<file path="src/rtl/tovs_pkg.sv">
`timescale 1ns / 1ps

package tovs_pkg;

    localparam int NUM_SLOTS   = 32;
    localparam int SLOT_BITS   = 5;
    localparam int SLOT_IDX_W  = $clog2(NUM_SLOTS);
    localparam int FRAME_BITS  = 24;
    localparam int POS_BITS    = 24;
    localparam int OUT_BITS    = 24;
    localparam int HIST_LEN    = 4;
    localparam int HIST_IDX_W  = $clog2(HIST_LEN);
    localparam int FILL_W      = $clog2(HIST_LEN + 1);

    localparam int VEL_DIV     = 240;
    localparam int DIV_POW2    = 4;
    localparam int DIV_ODD     = VEL_DIV / (1 << DIV_POW2);
    localparam int TAP_SHIFT   = 3;

    localparam int NUM_W       = POS_BITS + 5;
    localparam int B_W         = NUM_W - DIV_POW2;
    localparam int RECIP_W     = NUM_W - 3;
    localparam int PROD_W      = B_W + RECIP_W;
    localparam int Q_W         = PROD_W - NUM_W;
    localparam logic [RECIP_W-1:0] RECIP =
        RECIP_W'(((64'd1 << NUM_W) - 64'd1) / DIV_ODD);

    localparam int Q_DEPTH     = 4;
    localparam int Q_PTR_W     = $clog2(Q_DEPTH);
    localparam int Q_CNT_W     = $clog2(Q_DEPTH + 1);

    typedef logic signed [POS_BITS-1:0] t_pos;

    typedef struct packed {
        logic [SLOT_BITS-1:0]  out_slot;
        logic [FRAME_BITS-1:0] center_frame;
        t_pos                  x0;
        t_pos                  x1;
        t_pos                  x3;
        t_pos                  x4;
        t_pos                  y0;
        t_pos                  y1;
        t_pos                  y3;
        t_pos                  y4;
    } t_job;

    typedef struct packed {
        logic full;
        logic empty;
    } t_q_stat;

endpackage

</file>
<file path="src/rtl/tovs_fifo.sv">
`timescale 1ns / 1ps

module tovs_fifo (
    input  logic              i_clk,
    input  logic              i_rst_n,
    input  logic              i_push,
    input  tovs_pkg::t_job    i_job,
    input  logic              i_pop,
    output tovs_pkg::t_job    o_job,
    output tovs_pkg::t_q_stat o_stat
);

    tovs_pkg::t_job               r_mem [tovs_pkg::Q_DEPTH];
    logic [tovs_pkg::Q_PTR_W-1:0] r_wr_ptr;
    logic [tovs_pkg::Q_PTR_W-1:0] r_rd_ptr;
    logic [tovs_pkg::Q_CNT_W-1:0] r_count;

    assign o_job        = r_mem[r_rd_ptr];
    assign o_stat.full  = r_count == tovs_pkg::Q_CNT_W'(tovs_pkg::Q_DEPTH);
    assign o_stat.empty = r_count == '0;

    always_ff @(posedge i_clk) begin
        if (!i_rst_n) begin
            r_wr_ptr <= '0;
            r_rd_ptr <= '0;
            r_count  <= '0;
        end else begin
            if (i_push) begin
                r_wr_ptr <= r_wr_ptr + tovs_pkg::Q_PTR_W'(1);
            end
            if (i_pop) begin
                r_rd_ptr <= r_rd_ptr + tovs_pkg::Q_PTR_W'(1);
            end
            if (i_push && !i_pop) begin
                r_count <= r_count + tovs_pkg::Q_CNT_W'(1);
            end else if (!i_push && i_pop) begin
                r_count <= r_count - tovs_pkg::Q_CNT_W'(1);
            end
        end
    end

    always_ff @(posedge i_clk) begin
        if (i_push) begin
            r_mem[r_wr_ptr] <= i_job;
        end
    end

endmodule

</file>
<file path="config.mk">
export PLATFORM = sky130hd
export DESIGN_NAME = tovs_fifo
export DESIGN_NICKNAME = d
export VERILOG_FILES = /design/src/rtl/tovs_pkg.sv /design/src/rtl/tovs_fifo.sv
export SDC_FILE = /design/constraint.sdc
export NUM_CORES = 1
export LEC_CHECK = 0
export BUFFER_PORTS_ARGS = -buffer_cell sky130_fd_sc_hd__buf_4
export CAP_MARGIN = 0
export CORE_ASPECT_RATIO = 0.6
export CORE_UTILIZATION = 50
export DETAILED_ROUTE_END_ITERATION = 6
export PLACE_DENSITY = 0.74
export SLEW_MARGIN = 10
export SYNTH_ARGS = -nofsm -noshare
export SYNTH_HDL_FRONTEND = slang
export SYNTH_SLANG_ARGS = --single-unit
</file>
<file path="constraint.sdc">
create_clock -name i_clk -period 6 [get_ports i_clk]
set_clock_uncertainty 0.15 [all_clocks]
set_input_delay 0.3 -clock i_clk [delete_from_list [all_inputs] [get_ports i_clk]]
set_output_delay 0.3 -clock i_clk [all_outputs]
set_load 0.1 [all_outputs]
</file>
==> results by group <==
GRT
  • Global-route wire length before repair: 96600 µm
  • Total GRT Usage: 0.196
  • Number of global-route vias before repair: 15900
  • Initial antenna violation count: 6
  • GR Overflow Total: 0
  • Largest net degree at the start of global routing: 140

Worst setup path
  • Worst Setup End Kind: output pin
  • Most used cell, CP: buf_4
  • Worst Path Arrival: 2.96 ns
  • CP startpoint kind: flip-flop
  • Buf+Inv Stages, Crit Path: 2
  • FF-to-FF path depth: 4
  • Worst path required time: 5.55 ns
  • Worst r2r src: r_wr_ptr[0]
  • R2r endpoint: r_mem[2][157]
  • Register-to-register setup slack: 3.42 ns
  • Slowest cell on the critical path: dfxtp_4
  • Delay-heaviest family, CP: buffers and inverters
  • CP Class: reg2out
  • Largest stage delay on the critical path: 0.83 ns
  • CP max FO: 51
  • CP Cell Sequence: buf_4 > mux4_2 > buf_4

Route
  • Drt initial violations: 962
  • Drt wl/cell: 23.1 µm
  • Post-route ant nets: 0
  • Wirelength, routed: 65400 µm
  • Via Count: 15300
  • Vias per inst: 5.42
  • DRT Pass-1 Iters: 4
  • Drc violations: 0

Power
  • Int Power: 0.0106 W
  • Clock power frac: 0.313
  • P_leak: 13.9 nW
  • Combinational power share: 0.211
  • Sequential power share: 0.476
  • Pwr Density: 369 nW/µm²
  • Sw frac: 0.302
  • Worst VDD drop: 0.289 mV
  • Psw: 0.00460 W

STA
  • Final min period: 3.41 ns
  • Count of final setup violators: 0
  • Final Max Slew Viols: 0
  • Final hold vios: 0
  • Setup ws final: 2.59 ns
  • Worst-margin pin slew: 1.15 ns
  • RSZ-0062 raised after global routing: no
  • Slew headroom: 0.234
  • Period utilisation layout: 0.568
  • Fmax: 294 MHz
  • Setup TNS: 0 ns

Synthesis
  • Yosys warnings: 0
  • Syn Std Cell Area: 32500 µm²
  • EDFF count, synth: 884
  • Dominant synthesized flop cell: edfxtp_1
  • Post-synth top area share: 0.816
  • Unique cell type count in the Yosys netlist: 22
  • Syn Area/Cell: 27.2 µm²
  • Cell count after synthesis: 1198
  • Top post-synthesis cells by count: edfxtp_1, mux4_2, buf_12, buf_2
  • Asr flop ratio synth: 0
  • Syn Nets: 1429
  • Yosys reg bits: 893
  • Top-count cell post-synth: edfxtp_1
  • Seq/Total Area, Yosys: 0.821
  • Area leader, netlist: edfxtp_1
  • Area contributors post-synth: edfxtp_1, mux4_2, buf_12

Flow run
  • Maxcap violations: 0

Clock tree
  • Max clock buf depth: 3
  • Sink Count: 893
  • CTS H-tree lvls: 3
  • Worst skew pair latency: 0.61 ns
  • CTS buffer count: 78
  • CTS tree: yes
  • CTS Root Buffer Type: clkbuf_16
  • Clock transition at path regs: 0.07 ns
  • Cts repair resizes: 0

Die
  • Die Y: 200 µm
  • # rows: 72
  • Initial Util: 0.505
  • I/O pin count: 448
  • Die ar.: 66100 µm²
  • Core area: 64400 µm²
  • Die width: 331 µm

Place
  • GP Congestion: 0.735
  • Dpl ws: 3.23 ns
  • Port Buf Inserts: 447
  • Hpwl dp: 37200 µm

Hold path
  • Hold WC Path Type: in2reg
  • Worst Hold Depth: 2
  • Hold endpoint: r_mem[2][28]
  • Hold path startpoint: i_job[28]

Layout
  • Net count, final: 2146
  • Share of layout cells above drive strength 1: 0.400
  • Layout area overhead: 26.9%
  • # fillers: 4077

Run status
  • Status: finished clean
[layout by cell type, fill, tap and decap left out, types with 2 or more instances in the layout]
cell type and n:
dlygate4sd3_1 225, dfxtp_4 2, buf_4 453, clkbuf_16 79, mux4_2 221, clkinv_1 15, buf_12 9, dfxtp_1 7
clkbuf_8 2, xor2_1 3, inv_1 4, clkinv_2 4, nor2b_1 2, ha_1 5, and2_4 4, clkinvlp_4 6
edfxtp_1 884, inv_6 3, clkbuf_1 25, mux2i_1 2, xnor2_1 2, and2_1 5, bufinv_16 3, diode_2 4
[area by class of cell]
type                    instances  area, µm²  share of cell area
repair buffers                687       5830               0.141
diodes                          4       10.0            0.000242
clock buffers                 106       2100              0.0508
well taps                     851       1060              0.0258
clock inverters                35        315             0.00763
flip-flops and latches        893      26700               0.647
multi-input cells             251       5240               0.127
inverters                       4       15.0            0.000363
[power groups by stage]
stage | clock, W | sequential [W] | combinational (W)
after detailed placement | 0 | 0.00739 | 0.00309
after floorplan | 0 | 0.00737 | 0.00244
after global routing | 0.00509 | 0.00727 | 0.00331
after CTS | 0.00487 | 0.00725 | 0.00323
after global placement | 0 | 0.00737 | 0.00307
final | 0.00477 | 0.00725 | 0.00321
[worst max-delay path by stage]
stage                startpoint          end  cells past startpoint
global placement      flip-flop   o_job[173]                      3
CTS                   flip-flop   o_job[173]                      3
finish                flip-flop    o_job[77]                      3
detailed placement    flip-flop   o_job[173]                      3
floorplan           r_wr_ptr[0]  r_mem[2][0]                      3
global route          flip-flop    o_job[77]                      3
[metrics by stage]
stage / instance area (µm²) / util / cells / total power (W) / hold slack, ns
after floorplan: 32500 / - / 1198 / 0.00981 / 0.249
after global placement: 36600 / 0.569 / 2461 / 0.0104 / 0.335
after detailed placement: 36600 / 0.569 / 2461 / 0.0105 / 0.344
after CTS: 41300 / 0.641 / 2827 / 0.0154 / 0.213
after global routing: 41300 / 0.641 / 2830 / 0.0157 / 0.239
final: 41300 / 0.641 / 2831 / 0.0152 / 0.271
[metal layers]
layer / share of wire / global-route usage / up-vias / wire length [µm]
met4: 0.020 / 0.0515 / 4 / 1310
met5: 0.00035 / 0 / - / 23
met3: 0.076 / 0.0554 / 106 / 4940
li1: - / - / 6650 / -
met2: 0.49 / 0.312 / 602 / 32000
met1: 0.41 / 0.270 / 7970 / 27100
[sequential cells by signal (all words and copies together), names as in the netlist, named ones only]
| signal | flops |
|---|---|
| r_count | 3 |
| r_rd_ptr | 2 |
| r_mem | 884 |
| r_wr_ptr | 2 |
[cells by family after synthesis]
group / share of synthesized area
buffers and inverters: 0.0181
and+or+nand+nor: 0.00281
DFF: 0.821
AOI/OAI and AO/OA: 0.000384
xor gates and xnor gates: 0.00135
muxes: 0.154
adders and majority gates: 0.00254
[worst register-to-register path, stage by stage (launching register included)]
cell and delay (ns):
dfxtp_1 0.35, inv_1 0.09, ha_1 0.15, and2_4 0.63, buf_4 0.77
[timing repair]
item                                    CTS  global route
endpoints found under the hold margin   893             0
endpoints found under the setup margin    0             0
setup buffers                             0             0
hold buffers                            225             0
(Power assumes the default switching activity.)
