### src/rtl/tovs_pkg.sv
`timescale 1ns / 1ps

package tovs_pkg;

    localparam int NUM_SLOTS   = 32;
    localparam int SLOT_BITS   = 5;
    localparam int SLOT_IDX_W  = $clog2(NUM_SLOTS);
    localparam int FRAME_BITS  = 24;
    localparam int POS_BITS    = 24;
    localparam int OUT_BITS    = 24;
    localparam int HIST_LEN    = 4;
    localparam int HIST_IDX_W  = $clog2(HIST_LEN);
    localparam int FILL_W      = $clog2(HIST_LEN + 1);

    localparam int VEL_DIV     = 240;
    localparam int DIV_POW2    = 4;
    localparam int DIV_ODD     = VEL_DIV / (1 << DIV_POW2);
    localparam int TAP_SHIFT   = 3;

    localparam int NUM_W       = POS_BITS + 5;
    localparam int B_W         = NUM_W - DIV_POW2;
    localparam int RECIP_W     = NUM_W - 3;
    localparam int PROD_W      = B_W + RECIP_W;
    localparam int Q_W         = PROD_W - NUM_W;
    localparam logic [RECIP_W-1:0] RECIP =
        RECIP_W'(((64'd1 << NUM_W) - 64'd1) / DIV_ODD);

    localparam int Q_DEPTH     = 4;
    localparam int Q_PTR_W     = $clog2(Q_DEPTH);
    localparam int Q_CNT_W     = $clog2(Q_DEPTH + 1);

    typedef logic signed [POS_BITS-1:0] t_pos;

    typedef struct packed {
        logic [SLOT_BITS-1:0]  out_slot;
        logic [FRAME_BITS-1:0] center_frame;
        t_pos                  x0;
        t_pos                  x1;
        t_pos                  x3;
        t_pos                  x4;
        t_pos                  y0;
        t_pos                  y1;
        t_pos                  y3;
        t_pos                  y4;
    } t_job;

    typedef struct packed {
        logic full;
        logic empty;
    } t_q_stat;

endpackage

### src/rtl/tovs_back.sv
`timescale 1ns / 1ps

module tovs_back (
    input  logic                             i_clk,
    input  logic                             i_rst_n,
    input  tovs_pkg::t_q_stat                i_q_stat,
    input  tovs_pkg::t_job                   i_job,
    output logic                             o_pop,
    input  logic                             i_stall,
    output logic                             o_valid,
    output logic [tovs_pkg::SLOT_BITS-1:0]   o_out_slot,
    output logic [tovs_pkg::FRAME_BITS-1:0]  o_center_frame,
    output logic signed [tovs_pkg::OUT_BITS-1:0] o_vel_x,
    output logic signed [tovs_pkg::OUT_BITS-1:0] o_vel_y
);

    localparam int SAT_W = ((tovs_pkg::Q_W > tovs_pkg::OUT_BITS) ?
                            tovs_pkg::Q_W : tovs_pkg::OUT_BITS) + 1;

    function automatic logic signed [tovs_pkg::NUM_W-1:0] f_num(
        input tovs_pkg::t_pos a0,
        input tovs_pkg::t_pos a1,
        input tovs_pkg::t_pos a3,
        input tovs_pkg::t_pos a4
    );
        logic signed [tovs_pkg::NUM_W-1:0] e0;
        logic signed [tovs_pkg::NUM_W-1:0] e1;
        logic signed [tovs_pkg::NUM_W-1:0] e3;
        logic signed [tovs_pkg::NUM_W-1:0] e4;
        e0 = tovs_pkg::NUM_W'(a0);
        e1 = tovs_pkg::NUM_W'(a1);
        e3 = tovs_pkg::NUM_W'(a3);
        e4 = tovs_pkg::NUM_W'(a4);
        return e0 - (e1 <<< tovs_pkg::TAP_SHIFT) + (e3 <<< tovs_pkg::TAP_SHIFT) - e4;
    endfunction

    logic                                   w_adv;
    logic                                   r_v1;
    logic                                   r_v2;
    logic                                   r_v3;

    logic [tovs_pkg::SLOT_BITS-1:0]         r_s1_slot;
    logic [tovs_pkg::FRAME_BITS-1:0]        r_s1_frame;
    logic signed [tovs_pkg::NUM_W-1:0]      r_s1_num [2];

    logic [tovs_pkg::SLOT_BITS-1:0]         r_s2_slot;
    logic [tovs_pkg::FRAME_BITS-1:0]        r_s2_frame;
    logic                                   r_s2_neg [2];
    logic [tovs_pkg::B_W-1:0]               r_s2_b [2];
    logic [tovs_pkg::PROD_W-1:0]            r_s2_prod [2];

    logic [tovs_pkg::NUM_W-1:0]             w_mag [2];
    logic [tovs_pkg::B_W-1:0]               w_b [2];
    logic [tovs_pkg::Q_W-1:0]               w_q0 [2];
    logic [tovs_pkg::B_W-1:0]               w_rem [2];
    logic [tovs_pkg::Q_W-1:0]               w_q [2];
    logic [SAT_W-1:0]                       w_qe [2];
    logic [SAT_W-1:0]                       w_lim [2];
    logic [SAT_W-1:0]                       w_qs [2];
    logic [SAT_W-1:0]                       w_sv [2];

    assign w_adv = !r_v3 || !i_stall;
    assign o_pop = w_adv && !i_q_stat.empty;

    always_comb begin
        for (int l = 0; l < 2; l++) begin
            w_mag[l] = r_s1_num[l][tovs_pkg::NUM_W-1] ? tovs_pkg::NUM_W'(-r_s1_num[l])
                                                      : tovs_pkg::NUM_W'(r_s1_num[l]);
            w_b[l]   = w_mag[l][tovs_pkg::NUM_W-1:tovs_pkg::DIV_POW2];

            w_q0[l]  = r_s2_prod[l][tovs_pkg::PROD_W-1:tovs_pkg::NUM_W];
            w_rem[l] = r_s2_b[l] - tovs_pkg::B_W'(tovs_pkg::B_W'(w_q0[l]) *
                                                  tovs_pkg::B_W'(tovs_pkg::DIV_ODD));
            w_q[l]   = (w_rem[l] >= tovs_pkg::B_W'(tovs_pkg::DIV_ODD)) ?
                       w_q0[l] + tovs_pkg::Q_W'(1) : w_q0[l];
            w_qe[l]  = SAT_W'(w_q[l]);
            w_lim[l] = r_s2_neg[l] ? (SAT_W'(1) << (tovs_pkg::OUT_BITS - 1))
                                   : (SAT_W'(1) << (tovs_pkg::OUT_BITS - 1)) - SAT_W'(1);
            w_qs[l]  = (w_qe[l] > w_lim[l]) ? w_lim[l] : w_qe[l];
            w_sv[l]  = r_s2_neg[l] ? SAT_W'(-w_qs[l]) : w_qs[l];
        end
    end

    always_ff @(posedge i_clk) begin
        if (!i_rst_n) begin
            r_v1 <= 1'b0;
            r_v2 <= 1'b0;
            r_v3 <= 1'b0;
        end else if (w_adv) begin
            r_v1 <= o_pop;
            r_v2 <= r_v1;
            r_v3 <= r_v2;
        end
    end

    always_ff @(posedge i_clk) begin
        if (w_adv) begin
            r_s1_slot      <= i_job.out_slot;
            r_s1_frame     <= i_job.center_frame;
            r_s1_num[0]    <= f_num(i_job.x0, i_job.x1, i_job.x3, i_job.x4);
            r_s1_num[1]    <= f_num(i_job.y0, i_job.y1, i_job.y3, i_job.y4);

            r_s2_slot      <= r_s1_slot;
            r_s2_frame     <= r_s1_frame;
            for (int l = 0; l < 2; l++) begin
                r_s2_neg[l]  <= r_s1_num[l][tovs_pkg::NUM_W-1];
                r_s2_b[l]    <= w_b[l];
                r_s2_prod[l] <= tovs_pkg::PROD_W'(w_b[l]) * tovs_pkg::PROD_W'(tovs_pkg::RECIP);
            end

            o_out_slot     <= r_s2_slot;
            o_center_frame <= r_s2_frame;
            o_vel_x        <= w_sv[0][tovs_pkg::OUT_BITS-1:0];
            o_vel_y        <= w_sv[1][tovs_pkg::OUT_BITS-1:0];
        end
    end

    assign o_valid = r_v3;

endmodule

### config.mk
export PLATFORM = sky130hd
export DESIGN_NAME = tovs_back
export DESIGN_NICKNAME = d
export VERILOG_FILES = /design/src/rtl/tovs_pkg.sv /design/src/rtl/tovs_back.sv
export SDC_FILE = /design/constraint.sdc
export NUM_CORES = 2
export LEC_CHECK = 0
export BUFFER_PORTS_ARGS = -buffer_cell sky130_fd_sc_hd__buf_2
export CORE_MARGIN = 4
export CORE_UTILIZATION = 59
export CTS_CLUSTER_DIAMETER = 120
export CTS_CLUSTER_SIZE = 28
export DETAILED_ROUTE_END_ITERATION = 10
export MAX_ROUTING_LAYER = met4
export PLACE_DENSITY_LB_ADDON = 0.3
export SLEW_MARGIN = 40
export SYNTH_ARGS = -nofsm -noshare
export SYNTH_HDL_FRONTEND = slang
export SYNTH_SLANG_ARGS = --single-unit
### constraint.sdc
create_clock -name i_clk -period 13.16 [get_ports i_clk]
set_input_delay 0.658 -clock i_clk [delete_from_list [all_inputs] [get_ports i_clk]]
set_output_delay 0.658 -clock i_clk [all_outputs]
set_load 0.1 [all_outputs]
==> run_results.csv <==
group,metric,value,unit
final_layout,area_delta_synth_final,9.098,%
synth,synth_warnings,0,
routing,first_pass_iters,5,
synth,synth_flop_cell,"edfxtp_1",
routing,via_per_inst,5.597,
run,cap_viol_max_count,0,
synth,synth_area_leader_cell,"edfxtp_1",
die,core_area,56930,µm²
hold_path,holdCritPathClass,"input port to register",
synth,async_flop_share,0,
global_route,grtUsageMet2,0.4033,
final_layout,fin_util,0.6552,
synth,ys_seq_area_frac,0.2556,
global_route,grt_use_met3,0.03341,
clock_tree,post_cts_buffers,0,
global_route,grt_max_degree,82,
timing,finalCritPeriodShare,0.8276,
synth,syn_area,34190,µm²
clock_tree,cts-resized-gates,0,
routing,vias,23990,
worst_setup_path,cp.arrival,11.19,ns
final_layout,fill_cells,4509,
synth,ys_seq_elements,292,
synth,synth-edff-count,289,
worst_setup_path,slowest_delay,0.56,ns
synth,synthTopCellsByArea,"edfxtp_1 25%, fa_1 22%, ha_1 19%",
timing,max_freq,91.81,MHz
clock_tree,cts_buffers,16,
worst_setup_path,crit_type,"register to register",
routing,routedWlPerCell,17.51,µm
global_route,grt_use_total,0.2499,
clock_tree,cts_tree,"yes",
outcome,status,"finished clean",
routing,drc_errors,0,
timing,setup_viol,0,
synth,yosysUniqueCellTypes,78,
synth,synth_compound_gate_area_share,0.1039,
final_layout,antennaDiodeCount,0,
synth,yosys.area_share.simple,0.09460,
clock_tree,cts_htree_levels,1,
synth,synth_xor_area_frac,0.06097,
worst_setup_path,cp-end-kind,"register",
timing,drv_slew,0,
final_layout,mostFrequentLayoutCell,"inv_1",
global_route,grt_pass1_wl,123400,µm
placement,hpwl,63430,µm
timing,hold_viol,0,
synth,synth_top_family_by_area,"adder cells",
clock_tree,ctsHoldBuffers,0,
timing,grt_setup_unrepaired,"no",
clock_tree,cts.clk_slew.worst_paths,0.11,ns
placement,gp_congestion,0.9676,
synth,netlist.area_leader.share,0.2538,
placement,io_buffer_count,303,
placement,pre_cts_ws,2.287,ns
synth,synthMuxAreaShare,0.003330,
timing,worst_pin_slew,0.8467,ns
timing,tns,0,ns
timing,skew,0.02106,ns
placement,dp_cells,4257,
worst_setup_path,required,13.45,ns
synth,syn_inst,3228,
global_route,grt_overflow,0,
final_layout,final-instance-count-excl-fill,4285,
die,dieWidth,248.7,µm
global_route,gr-usage-met1,0.3435,
worst_setup_path,start_kind,"register",
global_route,antenna_found_initial,1,
die,die_area,61860,µm²
timing,maxSlewHeadroom,0.4315,
die,std_cell_rows,87,
clock_tree,cts_sinks,292,
synth,syn_nets,4354,
final_layout,nets,4646,
clock_tree,clockRootBuffer,"clkbuf_16",
final_layout,mostFrequentLayoutCells,"563 x inv_1, 516 x ha_1, 384 x fa_1",
die,die_y,248.7,µm
routing,final_antenna_net_count,0,
synth,synthAdderAreaFrac,0.4137,
global_route,top_usage_layer,"met2",
routing,drtIter0Drc,1223,
timing,timing.final.ws_setup,2.268,ns
worst_setup_path,cp_max_fo,6,
die,start_util,0.6006,
timing,period_needed,10.89,ns
routing,totalWireLength,75050,µm
final_layout,layout-drive-gt1-share,0.1167,
synth,syn_avg_cell_area,10.59,µm²
clock_tree,cts_buffer_depth,3,
global_route,grt_pass1_vias,24330,
worst_setup_path,slowest_stage,"or4_1",
clock_tree,clk_latency,0.54,ns
die,pin_count,305,
-- synthesized netlist by cell type (all sizes together), types with 6 or more instances --
library cell  instances
inv                 564
ha                  516
fa                  384
edfxtp              289
xnor2               187
nand2               144
nor2                142
a21oi               124
o21ai               107
nand3                63
nor3                 61
a21o                 60
clkbuf               51
xor2                 51
and3                 37
nand2b               30
or3                  26
o21a                 24
nor2b                23
o31ai                23
o211ai               22
a211oi               21
a31oi                21
or4                  20
or2                  18
and2                 17
o22ai                16
nand4                14
a2111oi              12
nor4                  9
a211o                 8
a21boi                8
and4                  8
mux2i                 8
o32ai                 7
o41ai                 7
o2111ai               6
o21bai                6
-- final timing paths --
path | from | endpoint | slack (ns) | depth (start not counted)
setup / recovery | r_s1_num[0][1] | r_s2_prod[0][48] | 2.27 | 34
hold / removal | i_job[203] | r_s1_frame[11] | 0.28 | 1
setup reg to reg | r_s1_num[0][1] | r_s2_prod[0][48] | 2.27 | 34
hold reg to reg | r_s2_frame[13] | o_center_frame[13] | 0.42 | 0
-- logic make-up after synthesis --
family | count (synthesis)
xor+xnor | 238
mux | 11
compound gates | 536
simple gates | 632
fa+ha+maj | 900
buf+inv | 619
flops | 292
-- per-stage QoR --
step	hold WS, ns	area [µm²]
4_1_cts	0.2498	37270
3_3_place_gp	0.4002	36640
3_5_place_dp	0.4045	36710
5_1_grt	0.2609	37300
2_1_floorplan	0.4003	34190
6_report	0.2782	37300
-- critical path: cells and delay by family (launching register included) --
kind | cells | cell delay, ns
XOR/XNOR | 1 | 0.14
adder cells (fa/ha/maj) | 6 | 2.22
buffers and inverters | 4 | 0.53
AND/OR/NAND/NOR | 13 | 4.98
flip-flops | 1 | 0.38
AO/OA/AOI/OAI | 10 | 2.38
-- sequential cells by signal (all words and copies together), names as in the netlist --
| name | cells |
|---|---|
| r_v2 | 1 |
| r_s1_frame | 24 |
| r_s2_frame | 24 |
| r_s2_prod | 52 |
| r_s1_slot | 5 |
| r_s2_neg | 2 |
| o_vel_x | 24 |
| r_s1_num | 58 |
| r_v1 | 1 |
| o_vel_y | 24 |
| o_valid | 1 |
| r_s2_b | 42 |
| r_s2_slot | 5 |
| o_out_slot | 5 |
| o_center_frame | 24 |
-- layer usage --
layer  wire length [µm]  share of wire
met3               4625          0.062
met1              33470           0.45
met4               1666          0.022
met2              35290           0.47
met5                  0              0
-- cell type report --
| cell class | instances | area (µm²) | share of cell area |
|---|---|---|---|
| Timing Repair Buffer | 328 | 1719 | 0.04609 |
| Multi-Input combinational cell | 2317 | 23210 | 0.6223 |
| Inverter | 565 | 2121 | 0.05686 |
| Clock buffer | 19 | 432.9 | 0.01161 |
| Clock inverter | 8 | 130.1 | 0.003489 |
| Tap cell | 756 | 945.9 | 0.02536 |
| Sequential cell | 292 | 8738 | 0.2343 |
Power is left out: the tool's default activity adds up to more than one toggle a clock period on the data nets, which glitch-free logic cannot reach.
